## src/rtl/core/pis_pkg.sv

```systemverilog
// Shared types for the point-in-shape containment test.
// Holds the shape codes and the flag group passed down the pipeline.
// No dependencies.
`default_nettype none

package pis_pkg;

    // Shape kind as carried on the input tuser
    typedef enum logic [1:0] {
        SHAPE_BOX      = 2'd0,
        SHAPE_SPHERE   = 2'd1,
        SHAPE_CYLINDER = 2'd2,
        SHAPE_CAPSULE  = 2'd3
    } t_shape;

    // Per-item decisions made before the squaring stage
    typedef struct packed {
        t_shape shape;
        logic   box_ok;   // all three box half-extent checks pass
        logic   ydim_ok;  // cylinder height check passes
        logic   reject;   // some axis offset exceeds the radius
    } t_flags;

endpackage

`default_nettype wire

```

## src/rtl/core/pis_offset.sv

```systemverilog
// Offset stage: per-axis differences, magnitudes, box and height checks,
// capsule vertical clamp and early radius reject, all registered.
// Depends on pis_pkg.
`default_nettype none

module pis_offset #(
    parameter int COORD_WIDTH = 16
) (
    input  wire logic                         i_clk,
    input  wire logic                         i_load,
    input  wire pis_pkg::t_shape              i_shape,
    input  wire logic signed [COORD_WIDTH-1:0] i_point_x,
    input  wire logic signed [COORD_WIDTH-1:0] i_point_y,
    input  wire logic signed [COORD_WIDTH-1:0] i_point_z,
    input  wire logic signed [COORD_WIDTH-1:0] i_center_x,
    input  wire logic signed [COORD_WIDTH-1:0] i_center_y,
    input  wire logic signed [COORD_WIDTH-1:0] i_center_z,
    input  wire logic        [COORD_WIDTH-2:0] i_extent_x,
    input  wire logic        [COORD_WIDTH-2:0] i_extent_y,
    input  wire logic        [COORD_WIDTH-2:0] i_extent_z,
    output pis_pkg::t_flags                   o_flags,
    output logic             [COORD_WIDTH-2:0] o_mag_a,
    output logic             [COORD_WIDTH-2:0] o_mag_b,
    output logic             [COORD_WIDTH-2:0] o_mag_c,
    output logic             [COORD_WIDTH-2:0] o_radius
);
    import pis_pkg::*;

    localparam int W = COORD_WIDTH;
    localparam int E = COORD_WIDTH - 1;

    logic signed [W:0] dx, dy, dz, dy_top, off, vert;
    logic signed [W:0] ey_s;
    logic        [W:0] mag_x, mag_vy, mag_v, mag_z, r_ext;
    logic              box_ok, ydim_ok, reject;

    t_flags            r_flags;
    logic      [E-1:0] r_mag_a, r_mag_b, r_mag_c, r_radius;

    // Differences, one bit wider than the coordinates
    always_comb begin
        dx     = $signed({i_point_x[W-1], i_point_x}) - $signed({i_center_x[W-1], i_center_x});
        dy     = $signed({i_point_y[W-1], i_point_y}) - $signed({i_center_y[W-1], i_center_y});
        dz     = $signed({i_point_z[W-1], i_point_z}) - $signed({i_center_z[W-1], i_center_z});
        ey_s   = $signed({2'b00, i_extent_y});
        dy_top = dy - ey_s;
        r_ext  = {2'b00, i_extent_x};
    end

    // Capsule vertical clamp: below base, above top, or along the segment
    always_comb begin
        if (dy[W]) begin
            off = dy;
        end else if (dy > ey_s) begin
            off = dy_top;
        end else begin
            off = '0;
        end
        case (i_shape)
            SHAPE_CAPSULE:  vert = off;
            SHAPE_CYLINDER: vert = '0;
            default:        vert = dy;
        endcase
    end

    // Magnitudes and checks
    always_comb begin
        mag_x  = dx[W] ? $unsigned(-dx) : $unsigned(dx);
        mag_vy = dy[W] ? $unsigned(-dy) : $unsigned(dy);
        mag_v  = vert[W] ? $unsigned(-vert) : $unsigned(vert);
        mag_z  = dz[W] ? $unsigned(-dz) : $unsigned(dz);
        box_ok = ({mag_x, 1'b0} <= {3'b000, i_extent_x}) &&
                 ({mag_vy, 1'b0} <= {3'b000, i_extent_y}) &&
                 ({mag_z, 1'b0} <= {3'b000, i_extent_z});
        ydim_ok = ({mag_vy, 1'b0} <= {3'b000, i_extent_y});
        reject  = (mag_x > r_ext) || (mag_v > r_ext) || (mag_z > r_ext);
    end

    // Stage register; magnitudes only matter when not rejected
    always_ff @(posedge i_clk) begin
        if (i_load) begin
            r_flags  <= '{shape: i_shape, box_ok: box_ok, ydim_ok: ydim_ok, reject: reject};
            r_mag_a  <= mag_x[E-1:0];
            r_mag_b  <= mag_v[E-1:0];
            r_mag_c  <= mag_z[E-1:0];
            r_radius <= i_extent_x;
        end
    end

    assign o_flags  = r_flags;
    assign o_mag_a  = r_mag_a;
    assign o_mag_b  = r_mag_b;
    assign o_mag_c  = r_mag_c;
    assign o_radius = r_radius;

endmodule

`default_nettype wire

```

## config.mk

```make
export PLATFORM = sky130hd
export DESIGN_NAME = pis_offset
export DESIGN_NICKNAME = d
export VERILOG_FILES = /design/src/rtl/core/pis_pkg.sv /design/src/rtl/core/pis_offset.sv
export SDC_FILE = /design/constraint.sdc
export NUM_CORES = 1
export LEC_CHECK = 0
export BUFFER_PORTS_ARGS = -buffer_cell sky130_fd_sc_hd__buf_2
export CORE_UTILIZATION = 60
export DETAILED_ROUTE_END_ITERATION = 10
export HOLD_SLACK_MARGIN = 0.12
export PLACE_DENSITY = 0.9
export SLEW_MARGIN = 20
export SYNTH_ARGS = -nofsm -noshare
export SYNTH_HDL_FRONTEND = slang
export SYNTH_SLANG_ARGS = --single-unit
```

## constraint.sdc

```tcl
create_clock -name i_clk -period 19.2 [get_ports i_clk]
set_input_delay 1.92 -clock i_clk [delete_from_list [all_inputs] [get_ports i_clk]]
set_output_delay 1.92 -clock i_clk [all_outputs]
set_load 0.005 [all_outputs]
```

==> impl_metrics.yaml, run 1 <==
logic_synthesis:
  postSynthCellCount: 1083
  synthXorXnorAreaFrac: 0.0881
  synth_top_area_frac: 0.213
  synth.top_cells.by_area: "edfxtp_1 (21%), ha_1 (21%), inv_1 (5.3%), xnor2_1 (5.1%), a21oi_1 (4.7%)"
  synth_area_leader_cell: "edfxtp_1"
  synth_top_family_by_area: "compound AO/OA/AOI/OAI gates"
  synthTopCellsByCount: "ha_1 (154), inv_1 (129), a21oi_1 (86)"
  synth_compound_gate_area_share: 0.232
  yosysSeqAreaShare: 0.213
  synth_edf_count: 65
  ys_ff_latch: 65
  synth_warnings: 0
  syn-num-nets: 1386
  async_flop_share: 0
  ys_types: 82
  synthAdderAreaFrac: 0.219
  synth.area.mux_share: 0.00547
  avgSynthCellArea_um2: 8.44
  synth-simple-area-share: 0.181
  syn-cell-area_um2: 9150
  synth.most_common_cell: "ha_1"
  synth_ff_type: "edfxtp_1"
drt:
  vias: 9180
  wirelength_um: 25400
  ant_nets: 0
  dr.pass1.iters: 10
  vias_per_cell: 6.20
  drt_iter0_drc: 720
  drc: 19
  drt-wirelength-per-cell_um: 17.2
timing:
  fin_crit_sh: 0.440
  worstMarginPinSlew_ps: 990
  period_minus_slack_ps: 8450
  hold_violations: 0
  hold_ws_ps: 1770
  final_max_slew_viol_count: 0
  maxSlewHeadroom: 0.340
  timing.setup.tns_ps: 0
  grt_setup_unrepaired: "no"
  finalSetupViolations: 0
  fmax_mhz: 118
placement:
  gp_congestion: 0.926
  dpl.hpwl_um: 20900
  io_buffers: 209
  placed_cells: 1465
run_status:
  violations: "design-rule violations"
  outcome: "finished with violations"
setup_path:
  crit_fanout: 15
  slowest_delay_ps: 770
  startpoint_type: "primary input"
  worstSetupPathType: "primary input to flop"
  arrival_ps: 8530
  path_buf_inv: 3
  crit_slowest_cell: "a21oi_1"
  path_delay_family: "compound AO/OA/AOI/OAI gates"
  cp_common_cell: "a21oi_1"
  worstPathRequired_ps: 19280
  endpoint_kind: "flop"
finish:
  antenna_cells: 0
  area_growth_pct: 17.2
  multiInputGateArea_um2: 6640
  drive_gt1_frac: 0.204
  seqCellArea_um2: 1950
  nets: 1595
  final_cells: 1481
  nFillCells: 1112
clock_tree:
  ctsRootBufferMaster: "clkbuf_16"
  hold_buffers: 0
  cts_buffer_depth: 2
  cts-buffers-inserted: 9
  post_cts_buffers: 0
  cts_num_sinks: 65
  clkTransAtPathRegs_ps: 60
  post_cts_resized: 0
  tritoncts: "done"
  htreeDepth: 3
global_routing:
  overflow: 0
  antenna_found_initial: 0
  grt_pass1_wl_um: 40200
  grt_util_all_layers: 0.318
  grt_pass1_vias: 8642
  grt_max_degree: 66
pwr:
  peakVddDrop_v: 0.0000428
  p_per_area_nw_per_um2: 85.2
  leakage_uw: 0.00518
floorplan:
  dieArea_um2: 15700
  start_util: 0.622
  core-area_um2: 14700
  io_pins: 210
  die-height_um: 125
  die_x_um: 125
  rows: 44
flow_run:
  drv_cap: 0
worst_hold_path:
  min_path_type: "primary input to flop"
[registers in the layout, indices dropped and copies added (netlist names)]
name	count
o_mag_c	15
o_mag_b	15
o_flags	5
o_mag_a	15
o_radius	15
[final cells by class]
class                      instances  area share
sequential                        65       0.182
inverter                         129      0.0452
tap                              184      0.0215
multi-input combinational        873       0.620
clock inverter                     7     0.00934
clock buffer                       9      0.0210
timing repair buffer             214       0.101
[final timing paths]
kind | from | slack [ps] | depth (start not counted) | to
worst max-delay path | i_point_y[0] | 10750 | 30 | o_flags[0]$_DFFE_PP_
worst min-delay path | i_extent_x[6] | 1770 | 1 | o_radius[6]$_DFFE_PP_
[cell usage in the layout, fill, tap and decap left out, types with 8 or more instances in the layout]
cell | netlist | routed
buf_2 | 3 | 209
o211ai_1 | 12 | 12
inv_1 | 129 | 129
o21ai_0 | 60 | 60
nand2b_1 | 19 | 19
o21ai_1 | 8 | 8
edfxtp_1 | 65 | 65
or4_1 | 8 | 8
and2_1 | 11 | 11
nand3_1 | 25 | 25
a211oi_1 | 9 | 9
a21o_1 | 29 | 29
nand2_1 | 53 | 53
a31oi_1 | 11 | 11
o21a_1 | 15 | 15
ha_1 | 154 | 154
nor2b_1 | 23 | 23
a21oi_1 | 86 | 86
nor4_1 | 8 | 8
nor3_1 | 24 | 24
clkbuf_16 | 0 | 9
nor2_1 | 67 | 67
nand4_1 | 22 | 22
xor2_1 | 39 | 39
o22ai_1 | 8 | 8
xnor2_1 | 53 | 53
[where the power goes]
group / internal, µW / total (µW) / switching (µW)
logic: 219 / 529 / 310
registers: 195 / 204 / 9.06
clock network: 115 / 180 / 65.4
total: 529 / 913 / 385
[logic make-up (layout without fill, tap and decap cells)]
group / count (synthesis) / after routing
fa+ha+maj: 158 / 158
flops: 65 / 65
compound gates: 315 / 315
xor+xnor: 92 / 92
simple gates: 303 / 303
mux: 5 / 5
buf+inv: 145 / 359
[routing by layer]
metal,share of wire,track usage
met1,0.41,0.376
met2,0.47,0.555
met5,0,0
met3,0.067,0.0377
met4,0.052,0.184
[per-stage QoR]
| step | area (µm²) | utilization | setup WS (ps) | total power (µW) |
|---|---|---|---|---|
| final | 10700 | 0.729 | 10750 | 913 |
| after global routing | 10700 | 0.729 | 10120 | 975 |
| after CTS | 10700 | 0.729 | 10840 | 903 |
| after detailed placement | 10400 | 0.707 | 10490 | 720 |
| after global placement | 10400 | 0.707 | 10770 | 700 |
| after floorplan | 9150 | - | 11450 | 569 |
No activity file was read; power rests on OpenSTA's default activity.
==> run 2: changes to the inputs <==
- CORE_UTILIZATION: 60 -> 57
- PLACE_DENSITY: 0.9 -> 0.87
- clock period: 19.2 -> 8.45 ns (I/O delays scaled with it)
==> run 2 against run 1 <==
The flow now finishes without violations. Sequential share of layout area barely moved. Critical path depth increased by 5. Cell area barely moved. Total power is 120% higher. Clock power up 100%. Global-route usage decreased by 1.3 points. Largest cell class unchanged. First-iteration DRC count decreased by 6.7%.
==> impl_metrics.yaml, run 2 (same netlist as run 1, synthesis figures left out) <==
timing:
  maxSlewHeadroom: 0.426
  timing.setup.tns_ps: 0
  fin_crit_sh: 0.853
  hold_violations: 0
  worstMarginPinSlew_ps: 860
  final_max_slew_viol_count: 0
  layout_setup_ws_ps: 1240
  period_minus_slack_ps: 7210
  finalSetupViolations: 0
  fmax_mhz: 139
  grt_setup_unrepaired: "no"
run_status:
  outcome: "completed"
flow_run:
  drv_cap: 0
setup_path:
  worstSetupPathType: "primary input to flop"
  slowest_delay_ps: 380
  endpoint_kind: "flop"
  worstPathRequired_ps: 8510
  arrival_ps: 7270
  crit_slowest_cell: "xnor2_1"
  crit_fanout: 11
  startpoint_type: "primary input"
clock_tree:
  clkTransAtPathRegs_ps: 50
  hold_buffers: 0
  cts_buffer_depth: 2
  cts_num_sinks: 65
  post_cts_buffers: 0
  post_cts_resized: 0
  htreeDepth: 3
  tritoncts: "done"
  ctsRootBufferMaster: "clkbuf_16"
  cts-buffers-inserted: 9
finish:
  nets: 1597
  antenna_cells: 0
  layout_commonest_cell: "buf_2"
  mostFrequentLayoutCells: "buf_2 (209), ha_1 (154), inv_1 (129)"
  seqCellArea_um2: 1950
  multiInputGateArea_um2: 6640
  nFillCells: 1259
  final_design_area_no_fill_um2: 10700
  area_growth_pct: 17.3
  drive_gt1_frac: 0.204
drt:
  dr.pass1.iters: 5
  ant_nets: 0
  drc: 0
  vias_per_cell: 6.00
  wirelength_um: 25200
  drt_iter0_drc: 672
  vias: 9058
  drt-wirelength-per-cell_um: 16.7
placement:
  io_buffers: 209
  dpl.hpwl_um: 20700
  gp_congestion: 0.949
  placed_area_um2: 10400
  pre_cts_ws_ps: 1040
floorplan:
  start_util: 0.593
  die-height_um: 129
  die_x_um: 129
  io_pins: 210
  dieArea_um2: 16600
  rows: 45
  core-area_um2: 15400
global_routing:
  overflow: 0
  grt_pass1_wl_um: 39800
  grt_pass1_vias: 8535
  grt_util_all_layers: 0.304
  grt_max_degree: 66
  antenna_found_initial: 0
pwr:
  p_per_area_nw_per_um2: 189
  leakage_uw: 0.00517
  peakVddDrop_v: 0.000112
worst_hold_path:
  holdPathStages: 1
  min_path_type: "primary input to flop"
-- run 2: routing by layer --
metal  share of wire  GRT usage  vias up
li1                -          -     4413
met1            0.40      0.363     4110
met2            0.47      0.526      452
met3           0.082     0.0412       83
met4           0.049      0.175        0
met5               0          0        -
-- run 2: cell type report --
class / count / share of cell area
clock buffers: 9 / 0.0210
clock inverters: 6 / 0.00560
inverters: 129 / 0.0451
multi-input cells: 873 / 0.619
flip-flops and latches: 65 / 0.182
well taps: 211 / 0.0246
repair buffers: 216 / 0.102
-- run 2: where the power goes --
group	internal (µW)	switching (µW)	total, µW	leakage, µW
clock network	225	140	364	0.000137
registers	442	20.4	463	0.000635
logic	500	703	1200	0.00440
-- run 2: worst paths after layout --
check	from	end	slack (ps)
worst max-delay path	i_point_y[0]	o_flags[0]$_DFFE_PP_	1240
worst min-delay path	i_extent_x[2]	o_radius[2]$_DFFE_PP_	700
-- run 2: critical path, delay by kind of cell --
kind	cells	cell delay, ps
compound gates	13	2410
xor+xnor	2	590
fa+ha+maj	5	1310
buf+inv	3	170
simple gates	12	1920
-- run 2: stage by stage --
stage                     total power, µW  hold WS, ps  std cells  utilization
after global placement               1590         1040       1494        0.677
after detailed placement             1640         1040       1494        0.677
final                                2030          696       1509        0.695
after CTS                            2010          693       1509        0.695
after floorplan                      1290          944       1083            -
after global routing                 2180          695       1509        0.695
==> run 3: changes to the inputs <==
- CORE_UTILIZATION: 57 -> 42
- CTS_CLUSTER_SIZE: default -> 16
- PLACE_DENSITY: 0.87 -> default
==> run 3 against run 2 <==
Cell area up 0.71%. Largest cell class unchanged. Total power down 1.0%. Critical path type unchanged. Utilization down 18 points. First-iteration DRC count down 33%.
==> impl_metrics.yaml, run 3 (same netlist as run 1, synthesis figures left out) <==
worst_hold_path:
  holdPathStages: 1
  min_path_type: "primary input to flop"
  hold_end: "o_radius[10]$_DFFE_PP_"
  min_from: "i_extent_x[10]"
finish:
  final_cells: 1575
  nFillCells: 2078
  area_growth_pct: 18.1
  mostFrequentLayoutCells: "buf_2 (209), ha_1 (154), inv_1 (129)"
  final_core_utilization: 0.511
  nets: 1597
  multiInputGateArea_um2: 6640
  layout_commonest_cell: "buf_2"
  drive_gt1_frac: 0.205
  seqCellArea_um2: 1950
flow_run:
  drv_cap: 0
setup_path:
  critPathLaunch: "i_point_y[0]"
  arrival_ps: 7410
  path_buf_inv: 3
  slowest_delay_ps: 420
  path_delay_family: "compound AO/OA/AOI/OAI gates"
  worstPathRequired_ps: 8530
  crit_slowest_cell: "xnor2_1"
  crit_fanout: 11
  endpoint_kind: "flop"
  startpoint_type: "primary input"
  worstSetupPathType: "primary input to flop"
clock_tree:
  cts_num_sinks: 65
  tritoncts: "done"
  cts_buffer_depth: 2
  hold_buffers: 0
  post_cts_buffers: 0
  post_cts_resized: 0
  ctsRootBufferMaster: "clkbuf_16"
  htreeDepth: 3
  clkTransAtPathRegs_ps: 60
  cts-buffers-inserted: 9
global_routing:
  grt_pass1_wl_um: 40500
  grt_pass1_vias: 8028
  grt_max_degree: 66
  antenna_found_initial: 1
  overflow: 0
  grt_util_all_layers: 0.231
drt:
  wirelength_um: 26200
  dr.pass1.iters: 5
  drt_iter0_drc: 451
  ant_nets: 0
  drc: 0
  drt-wirelength-per-cell_um: 16.6
  vias_per_cell: 5.51
  vias: 8676
timing:
  hold_ws_ps: 687
  fmax_mhz: 136
  finalSetupViolations: 0
  maxSlewHeadroom: 0.405
  timing.setup.tns_ps: 0
  fin_crit_sh: 0.867
  worstMarginPinSlew_ps: 893
  hold_violations: 0
  grt_setup_unrepaired: "no"
  period_minus_slack_ps: 7330
  final_max_slew_viol_count: 0
placement:
  io_buffers: 209
  gp_congestion: 0.920
  placed_cells: 1558
  dpl.hpwl_um: 21800
pwr:
  leakage_uw: 0.00516
  p_per_area_nw_per_um2: 186
  peakVddDrop_v: 0.000111
floorplan:
  start_util: 0.432
  io_pins: 210
  die-height_um: 150
  dieArea_um2: 22400
  die_x_um: 150
  rows: 53
  core-area_um2: 21200
run_status:
  outcome: "completed"
## run 3: cell types whose count changed in the layout (fill, tap and decap cells not counted)
cell        change
bufinv_16       -1
clkinv_2        -2
clkinv_4        +1
clkinvlp_4      +1
diode_2         +1
inv_6           +2
## run 3: layout make-up
cell class,instances,share of cell area
Inverter,129,0.0448
Timing Repair Buffer,216,0.102
Multi-Input combinational cell,873,0.615
Clock inverter,7,0.00498
Sequential cell,65,0.181
Antenna cell,1,0.000232
Clock buffer,9,0.0209
Tap cell,275,0.0319
## run 3: worst max path at each step
stage / end / cells after the start
floorplan: o_flags[0]$_DFFE_PP_ / 35
global placement: o_flags[0]$_DFFE_PP_ / 35
detailed placement: o_flags[0]$_DFFE_PP_ / 35
CTS: o_flags[0]$_DFFE_PP_ / 35
global route: o_flags[0]$_DFFE_PP_ / 35
finish: o_flags[0]$_DFFE_PP_ / 35
## run 3: where the power goes
group          leakage [µW]  internal (µW)  total, µW  switching, µW
Sequential         0.000635            442        462           20.1
Combinational       0.00440            496       1190            692
Clock              0.000128            200        359            158
Total               0.00516           1140       2010            870
## run 3: metal layers
metal	part of all wire	vias to the layer above	wire (µm)	track usage
met4	0.020	0	521	0.0689
li1	-	4416	-	-
met2	0.47	275	12400	0.403
met5	0	-	0	0
met3	0.050	37	1300	0.0235
met1	0.46	3948	12000	0.299
## run 3: metrics by stage
stage,total power [µW],worst slack [ps],instance area [µm²]
floorplan,1290,1780,9150
finish,2010,1120,10800
global route,2180,488,10800
CTS,2010,1260,10800
detailed placement,1650,922,10500
global placement,1640,1200,10500
